<file path="config.mk">
export PLATFORM = sky130hd
export DESIGN_NAME = cha_digits
export DESIGN_NICKNAME = d
export VERILOG_FILES = /design/src/design/cha_pkg.sv /design/src/design/cha_digits.sv
export SDC_FILE = /design/constraint.sdc
export NUM_CORES = 1
export LEC_CHECK = 0
export BUFFER_PORTS_ARGS = -buffer_cell sky130_fd_sc_hd__buf_2
export CORE_AREA = 8 8 105 107
export DETAILED_ROUTE_END_ITERATION = 16
export DIE_AREA = 0 0 113 115
export GPL_ROUTABILITY_DRIVEN = 1
export GPL_TIMING_DRIVEN = 0
export PLACE_DENSITY = 0.72
export SLEW_MARGIN = 5
export SYNTH_ARGS = -nofsm -noshare
export SYNTH_HDL_FRONTEND = slang
export SYNTH_SLANG_ARGS = --single-unit
</file>
<file path="constraint.sdc">
create_clock -name clk -period 7.2 [get_ports clk]
set_clock_uncertainty 0.2 [all_clocks]
set_input_delay 0.36 -clock clk [delete_from_list [all_inputs] [get_ports clk]]
set_output_delay 0.36 -clock clk [all_outputs]
set_load 0.01 [all_outputs]
</file>
<file path="src/design/cha_pkg.sv">
// ----------------------------------------------------------------------------
// cha_pkg
// shared widths, character codes, line positions and the arctangent table
// for the compass heading to ascii unit
// ----------------------------------------------------------------------------
package cha_pkg;

	localparam int CORDIC_STAGES = 18;
	localparam int ATAN_LEN      = 24;
	localparam int CORDIC_N      = (CORDIC_STAGES > ATAN_LEN) ? ATAN_LEN : CORDIC_STAGES;

	localparam int MAG_W = 16;                 // input sample width
	localparam int ABS_W = MAG_W + 1;          // magnitude of a 16-bit sample
	localparam int XW    = ABS_W + 16 + 2;     // cordic x/y, headroom for gain
	localparam int ZW    = 34;                 // cordic angle, 2^32 counts a turn
	localparam int HW    = 32;                 // saturated heading
	localparam int TW    = 12;                 // tenths of a degree, 0..3600
	localparam int DW    = 4;                  // one decimal digit
	localparam int CW    = 7;                  // ascii character
	localparam int PW    = 3;                  // position within the line

	localparam logic [TW-1:0] TENTHS_PER_TURN = 12'd3600;
	localparam logic [TW-1:0] TENTHS_0        = 12'd0;
	localparam logic [TW-1:0] TENTHS_90       = 12'd900;
	localparam logic [TW-1:0] TENTHS_180      = 12'd1800;
	localparam logic [TW-1:0] TENTHS_270      = 12'd2700;

	localparam logic [CW-1:0] CHAR_ZERO = 7'h30;
	localparam logic [CW-1:0] CHAR_DOT  = 7'h2E;
	localparam logic [CW-1:0] CHAR_CR   = 7'h0D;
	localparam logic [CW-1:0] CHAR_LF   = 7'h0A;

	localparam logic [PW-1:0] POS_THOU  = 3'd0;
	localparam logic [PW-1:0] POS_HUND  = 3'd1;
	localparam logic [PW-1:0] POS_TENS  = 3'd2;
	localparam logic [PW-1:0] POS_DOT   = 3'd3;
	localparam logic [PW-1:0] POS_TENTH = 3'd4;
	localparam logic [PW-1:0] POS_CR    = 3'd5;
	localparam logic [PW-1:0] POS_LF    = 3'd6;

	// side information that rides along the cordic pipeline
	typedef struct packed {
		logic          special;   // heading settled on an axis or at origin
		logic [TW-1:0] sp_tenths;
		logic          neg_x;
		logic          neg_y;
	} cha_side_t;

	// the four digits of one output line
	typedef struct packed {
		logic [DW-1:0] th;
		logic [DW-1:0] hu;
		logic [DW-1:0] te;
		logic [DW-1:0] tn;
	} cha_line_t;

	// atan(2^-i) in counts of 2^-32 turn, rounded to nearest
	function automatic logic [31:0] atan_turn(input int unsigned i);
		logic [31:0] a;
		case (i)
			0:       a = 32'h20000000;
			1:       a = 32'h12E4051E;
			2:       a = 32'h09FB385B;
			3:       a = 32'h051111D4;
			4:       a = 32'h028B0D43;
			5:       a = 32'h0145D7E1;
			6:       a = 32'h00A2F61E;
			7:       a = 32'h00517C55;
			8:       a = 32'h0028BE53;
			9:       a = 32'h00145F2F;
			10:      a = 32'h000A2F98;
			11:      a = 32'h000517CC;
			12:      a = 32'h00028BE6;
			13:      a = 32'h000145F3;
			14:      a = 32'h0000A2FA;
			15:      a = 32'h0000517D;
			16:      a = 32'h000028BE;
			17:      a = 32'h0000145F;
			18:      a = 32'h00000A30;
			19:      a = 32'h00000518;
			20:      a = 32'h0000028C;
			21:      a = 32'h00000146;
			22:      a = 32'h000000A3;
			23:      a = 32'h00000051;
			default: a = 32'h00000000;
		endcase
		return a;
	endfunction

	// r / 100 for r below 1000, by reciprocal multiply
	function automatic logic [DW-1:0] div100(input logic [9:0] r);
		logic [22:0] p;
		p = {13'd0, r} * 23'd5243;
		return p[22:19];
	endfunction

	// r / 10 for r below 100, by reciprocal multiply
	function automatic logic [DW-1:0] div10(input logic [6:0] r);
		logic [14:0] p;
		p = {8'd0, r} * 15'd205;
		return p[14:11];
	endfunction

endpackage

</file>
<file path="src/design/cha_digits.sv">
// ----------------------------------------------------------------------------
// cha_digits
// tenths value split into four decimal digits over three stages
// ----------------------------------------------------------------------------
module cha_digits (
	input  logic                   clk,
	input  logic                   arst_n,
	input  logic                   en,
	input  logic                   v_in,
	input  logic [cha_pkg::TW-1:0] tenths_in,
	output logic                   v_s3,
	output cha_pkg::cha_line_t     line_s3
);
	import cha_pkg::*;

	logic [DW-1:0] th_d;
	logic [TW-1:0] r1_d;
	logic [DW-1:0] hu_d;
	logic [9:0]    r2_w;

	logic          v_s1, v_s2;
	logic [DW-1:0] th_s1, th_s2, hu_s2;
	logic [9:0]    r1_s1;
	logic [6:0]    r2_s2;
	logic [DW-1:0] te_d;
	logic [6:0]    tn_w;

	// thousands by compare, value never exceeds 3600
	always_comb begin
		if (tenths_in >= 12'd3000) begin
			th_d = 4'd3;
			r1_d = tenths_in - 12'd3000;
		end else if (tenths_in >= 12'd2000) begin
			th_d = 4'd2;
			r1_d = tenths_in - 12'd2000;
		end else if (tenths_in >= 12'd1000) begin
			th_d = 4'd1;
			r1_d = tenths_in - 12'd1000;
		end else begin
			th_d = 4'd0;
			r1_d = tenths_in;
		end
	end

	assign hu_d = div100(r1_s1);
	assign r2_w = r1_s1 - ({6'd0, hu_d} * 10'd100);
	assign te_d = div10(r2_s2);
	assign tn_w = r2_s2 - ({3'd0, te_d} * 7'd10);

	always_ff @(posedge clk or negedge arst_n) begin
		if (!arst_n) begin
			v_s1 <= 1'b0;
			v_s2 <= 1'b0;
			v_s3 <= 1'b0;
		end else if (en) begin
			v_s1 <= v_in;
			v_s2 <= v_s1;
			v_s3 <= v_s2;
		end
	end

	always_ff @(posedge clk) begin
		if (en) begin
			th_s1      <= th_d;
			r1_s1      <= r1_d[9:0];
			th_s2      <= th_s1;
			hu_s2      <= hu_d;
			r2_s2      <= r2_w[6:0];
			line_s3.th <= th_s2;
			line_s3.hu <= hu_s2;
			line_s3.te <= te_d;
			line_s3.tn <= tn_w[DW-1:0];
		end
	end

endmodule

</file>
==> metrics.log, run 1 <==
[metrics] total of endpoints with negative setup slack in the final report: 0
[metrics] clock tree sinks: 42
[metrics] Min-Delay Path Class: in -> reg
[metrics] reg2reg end: r2_s2[6]$_DFFE_PP_
[metrics] via count of the first global-routing pass: ~3.6k
[metrics] Clk Latency, worst-skew pair: ~0.29 ns
[metrics] proportion of layout cells with a drive suffix above 1: 0.147
[metrics] sum of overflow across all layers after global routing: 0
[metrics] area of the mapped netlist: roughly 5000 um2
[metrics] horizontal die dimension: ~110 um
[metrics] number of enable flip-flop cells after synthesis: 39
[metrics] Worst Reg2Reg Path Length in Cells: 21
[metrics] Critical Path RT: 7.02 ns
[metrics] setup slack after layout: roughly 0.35 ns
[metrics] wire length after detailed routing: around 9 mm
[metrics] Synth async-reset ratio: 0.0714
[metrics] wire length of the first global-routing pass: roughly 16 mm
[metrics] fin cells: 623
[metrics] die area: 13,000 um2
[metrics] clock slew seen by the registers of the worst setup and hold paths: 0.08 ns
[metrics] Worst slew margin: 0.378
[metrics] routability cong.: roughly 0.9
[metrics] number of rows in the core area: 36
[metrics] actual slew at the worst max-slew pin: roughly 0.93 ns
[metrics] Worst Setup Start Kind: register
[metrics] Slew Viols, Final: 0
[metrics] overall fraction of global-route tracks in use: 0.146
[metrics] final critical-path share of the clock period: 0.951
[metrics] synthesized flop and latch total: between 40 and 50
[metrics] TritonCTS buffer count: 5
[metrics] clock tree from TritonCTS: yes
[metrics] sequential share of the synthesized area: 0.250
[metrics] maxcap violations: 0
[metrics] antenna fix cells: 0
[metrics] number of antenna-violating nets in the routed design: 0
[metrics] I/O pin count: 33
[metrics] number of optimization iterations in the first detailed-route pass: 4
[metrics] Fmax achieved: ~0.15 GHz
[metrics] Unique masters post-synth: 52
[metrics] Arr. time, crit path: 6.67 ns
[metrics] I/O Buffers: 30
[metrics] launch point of the worst path: r1_s1[7]$_DFFE_PP_
[metrics] main flop type after synthesis: sky130_fd_sc_hd__edfxtp_1
[metrics] die extent in y: 115 um
[metrics] number of vias per cell: about 5.3
[metrics] post-detailed-route DRC marker count: 0
[metrics] post-synthesis cell count: 450
[metrics] endpoints failing hold: 0
[metrics] worst reg2reg setup slack: between 0.3 and 0.4 ns
[metrics] status: finished, final reports clean
[metrics] initial DRC count: between 100 and 150
[metrics] CP Class: reg -> reg
[metrics] root buffer cell: sky130_fd_sc_hd__clkbuf_8
[metrics] type of destination of the critical path: register
[metrics] H-Tree Depth: 2
[metrics] number of buffers between clock root and the deepest sink: 2
[metrics] minimum setup slack after placement: -0.0544 ns
[metrics] maximum net fanout on the critical path: 5
[metrics] count of synthesis-stage warnings from yosys: 0
[metrics] number of antenna violations at the first check in global routing: 0
[metrics] via count: 3,295
[metrics] final-stage net count: around 700
[metrics] Initial Util: 0.528
[metrics] post-detail-place hpwl: roughly 7.6 mm
[metrics] critical path capture point: r2_s2[6]$_DFFE_PP_
[metrics] startpoint of the worst register-to-register path: r1_s1[7]$_DFFE_PP_
[metrics] Inst Count DP: 595
[metrics] area of the core region: 9460 um2
[metrics] largest net degree at the start of global routing: 43
[metrics] area added between synthesis and finish: 12.1%
[metrics] wire per inst: between 10 and 15 um
[metrics] final critical-path required period: 6.85 ns
[metrics] average instance area after synthesis: between 10 and 15 um2
[final cells by class]
cell class | count | area (um2)
fill | 785 | 3860
multi-input combinational | 312 | 3420
sequential | 42 | 1250
inverter | 92 | 345
timing repair buffer | 50 | 303
tap | 114 | 143
clock buffer | 6 | 72.6
clock inverter | 2 | 37.5
buffer | 5 | 26.3
[flip-flops by register name, indices dropped and copies added, names as in the netlist]
name,count
v_s1,1
r2_s2,7
r1_s1,10
th_s2,2
v_s2,1
hu_s2,4
line_s3,14
v_s3,1
th_s1,2
[cell usage in the layout (no fill, tap or decap), drive strengths merged, types with 3 or more instances in the layout]
cell type	n
inv	92
buf	51
fa	44
a21o	5
nor3	5
xor2	11
mux2i	3
nand4	5
ha	117
xnor2	13
edfxtp	39
a21oi	15
nand3	5
nand2	17
dfrtp	3
a31oi	3
clkbuf	9
nor2	13
o21ai	15
mux2	3
[per-layer routing]
metal / wire length [um] / track usage
met1: 3990 / 0.161
met2: 4710 / 0.283
met3: 171 / 0.0226
met4: 170 / 0.0400
met5: 0 / 0
[Yosys cell counts, types with 11 or more instances]
library cell               number  area share
sky130_fd_sc_hd__a21oi_1       15       0.015
sky130_fd_sc_hd__ha_1         117        0.29
sky130_fd_sc_hd__xor2_1        11       0.019
sky130_fd_sc_hd__nor2_1        13      0.0098
sky130_fd_sc_hd__edfxtp_1      39        0.23
sky130_fd_sc_hd__nand2_1       17       0.013
sky130_fd_sc_hd__inv_1         92       0.069
sky130_fd_sc_hd__fa_1          44        0.18
sky130_fd_sc_hd__o21ai_0       12       0.012
sky130_fd_sc_hd__xnor2_1       13       0.023
[critical path: stages, from the launching register on]
cell	delay [ns]
sky130_fd_sc_hd__edfxtp_1	0.51
sky130_fd_sc_hd__fa_1	0.63
sky130_fd_sc_hd__fa_1	0.46
sky130_fd_sc_hd__fa_1	0.55
sky130_fd_sc_hd__inv_1	0.05
sky130_fd_sc_hd__fa_1	0.54
sky130_fd_sc_hd__inv_1	0.06
sky130_fd_sc_hd__fa_1	0.39
sky130_fd_sc_hd__ha_1	0.31
sky130_fd_sc_hd__nand4_1	0.24
sky130_fd_sc_hd__nor2_1	0.21
sky130_fd_sc_hd__nand2_1	0.09
sky130_fd_sc_hd__o21ai_2	0.27
sky130_fd_sc_hd__a21oi_1	0.15
sky130_fd_sc_hd__xor2_1	0.22
sky130_fd_sc_hd__fa_1	0.49
sky130_fd_sc_hd__a21o_1	0.19
sky130_fd_sc_hd__a21oi_2	0.21
sky130_fd_sc_hd__xor2_2	0.25
sky130_fd_sc_hd__mux2i_1	0.11
sky130_fd_sc_hd__a311oi_1	0.29
sky130_fd_sc_hd__o2111ai_1	0.17
[metrics by stage]
| step | hold WS (ns) | TNS, ns | utilization | area [um2] |
|---|---|---|---|---|
| 2_1_floorplan | -0.136 | 0 | - | 5000 |
| 4_1_cts | 0.0497 | 0 | 0.573 | 5420 |
| 6_report | 0.0560 | 0 | 0.592 | 5600 |
| 5_1_grt | 0.0448 | -0.0240 | 0.592 | 5600 |
| 3_3_place_gp | -0.0451 | 0 | 0.559 | 5290 |
| 3_5_place_dp | -0.0397 | -0.0544 | 0.559 | 5290 |
[worst min path at each step]
stage / startpoint / end / slack, ns / depth (start not counted)
4_1_cts: tenths_in[0] / r1_s1[0]$_DFFE_PP_ / 0.05 / 1
2_1_floorplan: arst_n / v_s1$_DFFE_PN0P_ / -0.14 / 0
5_1_grt: tenths_in[0] / r1_s1[0]$_DFFE_PP_ / 0.04 / 1
6_report: tenths_in[1] / r1_s1[1]$_DFFE_PP_ / 0.06 / 1
3_5_place_dp: arst_n / v_s3$_DFFE_PN0P_ / -0.04 / 1
3_3_place_gp: arst_n / v_s1$_DFFE_PN0P_ / -0.05 / 1
[what timing repair did]
action / 4_1_cts / 5_1_grt
setup buffers: 0 / 19
setup endpoints to repair: 1 / 1
gates resized for setup: 2 / 7
endpoints found under the hold margin: 3 / 0
gates cloned: 0 / 0
pin swaps: 0 / 2
hold buffers: 1 / 0
[logic make-up after synthesis]
| logic type | synth area share |
|---|---|
| AO/OA/AOI/OAI | 0.0887 |
| XOR/XNOR | 0.0466 |
| adder cells (fa/ha/maj) | 0.470 |
| buffers and inverters | 0.0744 |
| flip-flops | 0.250 |
| multiplexers | 0.0128 |
| other | 0.000751 |
| AND/OR/NAND/NOR | 0.0576 |
Power of run 1 is left out: the tool's default activity adds up to more than one toggle a clock period on the data nets, which glitch-free logic cannot reach.
==> run 2: changes to the inputs <==
--- a/config.mk
+++ b/config.mk
@@ -6,12 +6,12 @@
 export NUM_CORES = 1
 export LEC_CHECK = 0
 export BUFFER_PORTS_ARGS = -buffer_cell sky130_fd_sc_hd__buf_2
-export CORE_AREA = 8 8 105 107
+export CORE_AREA = 8 8 116 118
 export DETAILED_ROUTE_END_ITERATION = 16
-export DIE_AREA = 0 0 113 115
+export DIE_AREA = 0 0 124 126
 export GPL_ROUTABILITY_DRIVEN = 1
 export GPL_TIMING_DRIVEN = 0
-export PLACE_DENSITY = 0.72
+export PLACE_DENSITY = 0.67
 export SLEW_MARGIN = 5
 export SYNTH_ARGS = -nofsm -noshare
 export SYNTH_HDL_FRONTEND = slang
==> metrics.log, run 2 (synthesized netlist as in run 1, its figures left out) <==
[metrics] clock tree from TritonCTS: yes
[metrics] most common cell after layout, fill and taps aside: sky130_fd_sc_hd__ha_1
[metrics] Worst slew margin: 0.368 (-0.00979)
[metrics] startpoint of the worst register-to-register path: r1_s1[7]$_DFFE_PP_
[metrics] clock tree sinks: 42 (unchanged)
[metrics] final-stage net count: 673 (-1.8%)
[metrics] die area: 15,600 um2 (+20%)
[metrics] number of vias per cell: 5.15 (-2.6%)
[metrics] root buffer cell: sky130_fd_sc_hd__clkbuf_16
[metrics] largest net degree at the start of global routing: 43 (unchanged)
[metrics] via count: 3,317 (+0.67%)
[metrics] CP Class: reg -> reg
[metrics] Worst Hold Slack: 0.0741 ns (+0.0180 ns)
[metrics] die extent in y: 126 um (+9.6%)
[metrics] area of the core region: 11,700 um2 (+24%)
[metrics] status: finished, final reports clean
[metrics] Endpoint, Worst Hold: r1_s1[2]$_DFFE_PP_
[metrics] wire length of the first global-routing pass: 16.0 mm (+3.2%)
[metrics] startpoint of the most critical hold path: tenths_in[2]
[metrics] sum of overflow across all layers after global routing: 0 (unchanged)
[metrics] wire length after detailed routing: 9.38 mm (+3.8%)
[metrics] horizontal die dimension: 124 um (+9.7%)
[metrics] final critical-path share of the clock period: 0.952 (about the same)
[metrics] post-detailed-route DRC marker count: 0 (unchanged)
[metrics] fraction of met1 tracks used by global routing: 0.142 (-0.0192)
[metrics] cell depth of the worst hold path: 1 (unchanged)
[metrics] worst reg2reg setup slack: 0.35 ns (about the same)
[metrics] overall fraction of global-route tracks in use: 0.126 (-0.0196)
[metrics] initial DRC count: 152 (+19%)
[metrics] actual slew at the worst max-slew pin: 0.948 ns (+0.0147 ns)
[metrics] final critical-path required period: 6.85 ns (+0.00638 ns)
[metrics] proportion of layout cells with a drive suffix above 1: 0.125 (-0.0226)
[metrics] flip-flop count of the largest register after layout: 14 (unchanged)
[metrics] Critical Path RT: 7.01 ns (about the same)
[metrics] Fmax achieved: 0.146 GHz (about the same)
[metrics] endpoints failing hold: 0 (unchanged)
[metrics] fin cells: 644 (+3.4%)
[metrics] routability cong.: 0.841 (-7.4%)
[metrics] clock slew seen by the registers of the worst setup and hold paths: 0.06 ns (-0.02 ns)
[metrics] I/O pin count: 33 (unchanged)
[metrics] Slew Viols, Final: 0 (unchanged)
[metrics] wire per inst: 14.6 um (+0.38%)
[metrics] maximum net fanout on the critical path: 5 (unchanged)
[metrics] total of endpoints with negative setup slack in the final report: 0 (unchanged)
[metrics] register with the most flip-flops: line_s3
[metrics] I/O Buffers: 30 (unchanged)
[metrics] top flop regs: line_s3 (14), r1_s1 (10), r2_s2 (7)
[metrics] TritonCTS buffer count: 5 (unchanged)
[metrics] M2 GR Usage: 0.234 (-0.0493)
[metrics] global-route met3 utilization: 0.0214 (-0.00114)
[metrics] number of antenna-violating nets in the routed design: 0 (unchanged)
[metrics] fraction of the core area covered by cells at the end of the flow: 0.475 (-0.117)
[metrics] via count of the first global-routing pass: 3,529 (-0.93%)
[metrics] number of optimization iterations in the first detailed-route pass: 4 (unchanged)
[metrics] area added between synthesis and finish: 11.4%
[metrics] Worst Setup Start Kind: register
[metrics] most frequent cells in the layout: sky130_fd_sc_hd__ha_1 (117), sky130_fd_sc_hd__inv_1 (92), sky130_fd_sc_hd__fa_1 (44), sky130_fd_sc_hd__edfxtp_1 (39), sky130_fd_sc_hd__buf_2 (30)
[metrics] H-Tree Depth: 2 (unchanged)
[metrics] number of antenna violations at the first check in global routing: 0 (unchanged)
[metrics] Worst Reg2Reg Path Length in Cells: 21 (unchanged)
[metrics] layer with the highest usage: met2
[metrics] Arr. time, crit path: 6.66 ns (about the same)
[metrics] Min-Delay Path Class: in -> reg
[metrics] Initial Util: 0.426 (-0.102)
[metrics] number of buffers between clock root and the deepest sink: 2 (unchanged)
[metrics] type of destination of the critical path: register
[metrics] number of rows in the core area: 40 (+11%)
[metrics] maxcap violations: 0 (unchanged)
[metrics] Clk Latency, worst-skew pair: 0.28 ns (about the same)
[metrics] post-detail-place hpwl: 7.95 mm (+5.1%)
[metrics] antenna fix cells: 0 (unchanged)
[metrics] Inst Count DP: 628 (+5.5%)
[metrics] reg2reg end: r2_s2[6]$_DFFE_PP_
==> run 2: changes by cell type in the layout (fill, tap and decap cells not counted), sizes merged <==
cell,previous run,this run
buf,51,39
clkinv,0,2
bufinv,1,0
clkinvlp,1,0
==> run 2: layout make-up <==
type                    instances  area (um2)
fillers                      1096        6150
multi-input cells             312        3410
flip-flops and latches         42        1250
inverters                      92         345
repair buffers                 38         213
well taps                     147         184
clock buffers                   6         129
plain buffers                   5        26.3
clock inverters                 2        10.0
==> run 2: per-layer routing <==
layer  routed length, um  vias to the layer above
met2                5000                       57
met1                3930                     1608
li1                    -                     1638
met3                 281                       14
met4                 171                        0
met5                   0                        -
==> run 2: repair_timing <==
action                                  CTS  global route
endpoints found under the setup margin    1             1
hold buffers                              1             0
resized for setup                         2             4
pin swaps                                 0             1
hold endpoints to repair                  3             0
setup buffers                             0             7
==> run 2: metrics by stage <==
step | setup TNS, ns | instance area [um2] | worst slack [ns]
after CTS | 0 | 5490 | 0.0565
after global routing | -0.0303 | 5560 | -0.0303
after global placement | 0 | 5330 | 0.0681
final | 0 | 5560 | 0.347
after floorplan | 0 | 5000 | 0.597
after detailed placement | -0.0842 | 5330 | -0.0842
==> run 2: worst max-delay path by stage <==
| stage | startpoint | to | slack (ns) | depth (start not counted) |
|---|---|---|---|---|
| 4_1_cts | r1_s1[4]$_DFFE_PP_ | r2_s2[6]$_DFFE_PP_ | 0.06 | 21 |
| 6_report | r1_s1[7]$_DFFE_PP_ | r2_s2[6]$_DFFE_PP_ | 0.35 | 21 |
| 5_1_grt | r1_s1[7]$_DFFE_PP_ | r2_s2[6]$_DFFE_PP_ | -0.03 | 21 |
| 2_1_floorplan | r1_s1[7]$_DFFE_PP_ | r2_s2[6]$_DFFE_PP_ | 0.60 | 21 |
| 3_3_place_gp | r1_s1[7]$_DFFE_PP_ | r2_s2[6]$_DFFE_PP_ | 0.07 | 21 |
| 3_5_place_dp | r1_s1[7]$_DFFE_PP_ | r2_s2[6]$_DFFE_PP_ | -0.08 | 21 |
==> run 2: worst max-delay path, stage by stage, from the launching register on <==
cell and delay, ns:
sky130_fd_sc_hd__edfxtp_1 0.51, sky130_fd_sc_hd__fa_1 0.65, sky130_fd_sc_hd__fa_1 0.47, sky130_fd_sc_hd__fa_1 0.56, sky130_fd_sc_hd__inv_1 0.06, sky130_fd_sc_hd__fa_1 0.53
sky130_fd_sc_hd__inv_1 0.05, sky130_fd_sc_hd__fa_1 0.47, sky130_fd_sc_hd__ha_1 0.34, sky130_fd_sc_hd__a21oi_2 0.25, sky130_fd_sc_hd__o31ai_4 0.10, sky130_fd_sc_hd__a21oi_1 0.17
sky130_fd_sc_hd__o21ai_2 0.12, sky130_fd_sc_hd__a21oi_1 0.30, sky130_fd_sc_hd__xor2_1 0.17, sky130_fd_sc_hd__fa_1 0.47, sky130_fd_sc_hd__a21o_1 0.19, sky130_fd_sc_hd__a21oi_2 0.23
sky130_fd_sc_hd__xor2_2 0.25, sky130_fd_sc_hd__mux2i_1 0.11, sky130_fd_sc_hd__a311oi_1 0.24, sky130_fd_sc_hd__o2111ai_1 0.13
Power of run 2 is left out for the same reason.
==> run 3: changes to the inputs <==
--- a/config.mk
+++ b/config.mk
@@ -12,6 +12,7 @@
 export GPL_ROUTABILITY_DRIVEN = 1
 export GPL_TIMING_DRIVEN = 0
 export PLACE_DENSITY = 0.67
+export REMOVE_ABC_BUFFERS = 1
 export SLEW_MARGIN = 5
 export SYNTH_ARGS = -nofsm -noshare
 export SYNTH_HDL_FRONTEND = slang
==> metrics.log, run 3 (synthesized netlist as in run 1, its figures left out) <==
[metrics] critical path capture point: r2_s2[6]$_DFFE_PP_
[metrics] # fillers: 1,072 (-2.2%)
[metrics] final critical-path share of the clock period: 0.962 (+0.00995)
[metrics] antenna fix cells: 0 (unchanged)
[metrics] peak per-stage delay on the critical path: 0.64 ns (about the same)
[metrics] area added between synthesis and finish: 12.7%
[metrics] worst reg2reg setup slack: 0.28 ns (-0.07 ns)
[metrics] Slew Viols, Final: 0 (unchanged)
[metrics] die area: 15,600 um2 (unchanged)
[metrics] final critical-path required period: 6.92 ns (+0.0716 ns)
[metrics] reg2reg end: r2_s2[6]$_DFFE_PP_
[metrics] library cell contributing the largest single delay on the critical path: sky130_fd_sc_hd__fa_1
[metrics] sum of overflow across all layers after global routing: 0 (unchanged)
[metrics] status: finished, final reports clean
[metrics] Worst Hold Slack: 0.0676 ns (-0.00653 ns)
[metrics] wire length of the first global-routing pass: 15.6 mm (-2.4%)
[metrics] post-detailed-route DRC marker count: 0 (unchanged)
[metrics] TritonCTS buffer count: 5 (unchanged)
[metrics] top flop regs: line_s3 (14), r1_s1 (10), r2_s2 (7)
[metrics] via count: 3,364 (+1.4%)
[metrics] maximum net fanout on the critical path: 5 (unchanged)
[metrics] endpoints failing hold: 0 (unchanged)
[metrics] minimum setup slack after placement: -0.184 ns (-0.0997 ns)
[metrics] clock slew seen by the registers of the worst setup and hold paths: 0.06 ns (about the same)
[metrics] proportion of layout cells with a drive suffix above 1: 0.145 (+0.0198)
[metrics] startpoint of the worst register-to-register path: r1_s1[7]$_DFFE_PP_
[metrics] most common cell after layout, fill and taps aside: sky130_fd_sc_hd__ha_1
[metrics] clock tree sinks: 42 (unchanged)
[metrics] number of antenna violations at the first check in global routing: 0 (unchanged)
[metrics] Critical Path RT: 7.00 ns (about the same)
[metrics] I/O pin count: 33 (unchanged)
[metrics] CP Class: reg -> reg
[metrics] post-detail-place hpwl: 7.65 mm (-3.7%)
[metrics] routability cong.: 0.849 (+0.95%)
[metrics] most frequent cell on the critical path: sky130_fd_sc_hd__fa_1
[metrics] clock tree from TritonCTS: yes
[metrics] I/O Buffers: 30 (unchanged)
[metrics] number of rows in the core area: 40 (unchanged)
[metrics] Fmax achieved: 0.144 GHz (-1.0%)
[metrics] launch point of the worst path: r1_s1[7]$_DFFE_PP_
[metrics] overall fraction of global-route tracks in use: 0.124 (-0.00277)
[metrics] Initial Util: 0.426 (unchanged)
[metrics] number of antenna-violating nets in the routed design: 0 (unchanged)
[metrics] actual slew at the worst max-slew pin: 0.973 ns (+0.0250 ns)
[metrics] initial DRC count: 142 (-6.6%)
[metrics] Worst slew margin: 0.352 (-0.0167)
[metrics] Worst Reg2Reg Path Length in Cells: 22 (+4.8%)
[metrics] Worst Setup Start Kind: register
[metrics] wire length after detailed routing: 9.47 mm (+0.95%)
[metrics] Clk Latency, worst-skew pair: 0.28 ns (about the same)
[metrics] horizontal die dimension: 124 um (unchanged)
[metrics] number of optimization iterations in the first detailed-route pass: 4 (unchanged)
[metrics] final-stage net count: 681 (+1.2%)
[metrics] wire per inst: 14.5 um (-0.29%)
[metrics] H-Tree Depth: 2 (unchanged)
[metrics] via count of the first global-routing pass: 3,490 (-1.1%)
[metrics] Arr. time, crit path: 6.72 ns (+0.06 ns)
[metrics] total of endpoints with negative setup slack in the final report: 0 (unchanged)
[metrics] Critical Path, Cell by Cell: fa_1 -> fa_1 -> fa_1 -> inv_1 -> fa_1 -> inv_1 -> fa_1 -> ha_1 -> nand4_1 -> nor2_1 -> nand2_1 -> o21ai_2 -> xor2_1 -> ha_1 -> inv_1 -> fa_1 -> a21o_1 -> a21oi_2 -> xor2_1 -> mux2i_1 -> a311oi_1 -> o2111ai_1
[metrics] largest net degree at the start of global routing: 43 (unchanged)
[metrics] maxcap violations: 0 (unchanged)
[metrics] fraction of the core area covered by cells at the end of the flow: 0.481 (+0.00577)
[metrics] type of destination of the critical path: register
[metrics] most frequent cells in the layout: sky130_fd_sc_hd__ha_1 (117), sky130_fd_sc_hd__inv_1 (92), sky130_fd_sc_hd__fa_1 (44), sky130_fd_sc_hd__edfxtp_1 (39), sky130_fd_sc_hd__buf_2 (30)
[metrics] Min-Delay Path Class: in -> reg
[metrics] die extent in y: 126 um (unchanged)
[metrics] number of buffers between clock root and the deepest sink: 2 (unchanged)
[metrics] area of the core region: 11,700 um2 (unchanged)
[metrics] flip-flop count of the largest register after layout: 14 (unchanged)
[metrics] setup slack after layout: 0.275 ns (-0.0716 ns)
[metrics] number of vias per cell: 5.16 (+0.17%)
[metrics] root buffer cell: sky130_fd_sc_hd__clkbuf_16
[metrics] register with the most flip-flops: line_s3
-- run 3: cell count changes in the layout (fill, tap and decap cells not counted) --
| cell | previous run | this run |
|---|---|---|
| sky130_fd_sc_hd__buf_4 | 9 | 20 |
| sky130_fd_sc_hd__xor2_1 | 10 | 11 |
| sky130_fd_sc_hd__a21oi_2 | 2 | 3 |
| sky130_fd_sc_hd__xor2_2 | 1 | 0 |
| sky130_fd_sc_hd__a21oi_1 | 13 | 12 |
| sky130_fd_sc_hd__clkbuf_1 | 4 | 1 |
-- run 3: area by class of cell --
| type | count | area [um2] | area share |
|---|---|---|---|
| inverter | 92 | 345 | 0.0614 |
| timing repair buffer | 51 | 310 | 0.0551 |
| clock buffer | 6 | 129 | 0.0229 |
| sequential | 42 | 1250 | 0.221 |
| clock inverter | 2 | 10.0 | 0.00178 |
| tap | 147 | 184 | 0.0327 |
| multi-input combinational | 312 | 3400 | 0.605 |
-- run 3: through the flow --
step / TNS, ns / instance area [um2] / cells
after detailed placement: -0.184 / 5310 / 623
after CTS: 0 / 5470 / 633
after floorplan: 0 / 4970 / 446
after global placement: 0 / 5310 / 623
final: 0 / 5630 / 652
after global routing: -0.0103 / 5630 / 652
-- run 3: how the worst min path moves through the flow --
stage	from	cells after the start	slack (ns)	to
after CTS	tenths_in[2]	1	0.07	r1_s1[2]$_DFFE_PP_
after global routing	tenths_in[1]	1	0.07	r1_s1[1]$_DFFE_PP_
after global placement	arst_n	1	-0.05	v_s3$_DFFE_PN0P_
after floorplan	arst_n	0	-0.14	v_s1$_DFFE_PN0P_
final	tenths_in[0]	1	0.07	r1_s1[0]$_DFFE_PP_
after detailed placement	arst_n	1	-0.04	v_s3$_DFFE_PN0P_
-- run 3: worst max-delay path, delay by kind of cell (launching register included) --
family	cells	cell delay, ns
compound gates	5	1.17
mux	1	0.12
simple gates	3	0.56
fa+ha+maj	8	3.46
flops	1	0.50
buf+inv	3	0.17
xor+xnor	2	0.45
-- run 3: routing by layer --
layer / vias up / share of wire / wire length, um / global-route usage
met4: 0 / 0.015 / 140 / 0.0371
li1: 1653 / - / - / -
met5: - / 0 / 0 / 0
met1: 1637 / 0.43 / 4090 / 0.142
met3: 13 / 0.031 / 296 / 0.0197
met2: 61 / 0.52 / 4940 / 0.227
-- run 3: what timing repair did --
| item | 4_1_cts | 5_1_grt |
|---|---|---|
| resized for setup | 2 | 4 |
| buffers inserted | 1 | 19 |
| hold buffers | 1 | 0 |
| hold endpoints to repair | 3 | 0 |
| pin swaps | 2 | 1 |
| endpoints found under the setup margin | 1 | 1 |
Power of run 3 is left out for the same reason.
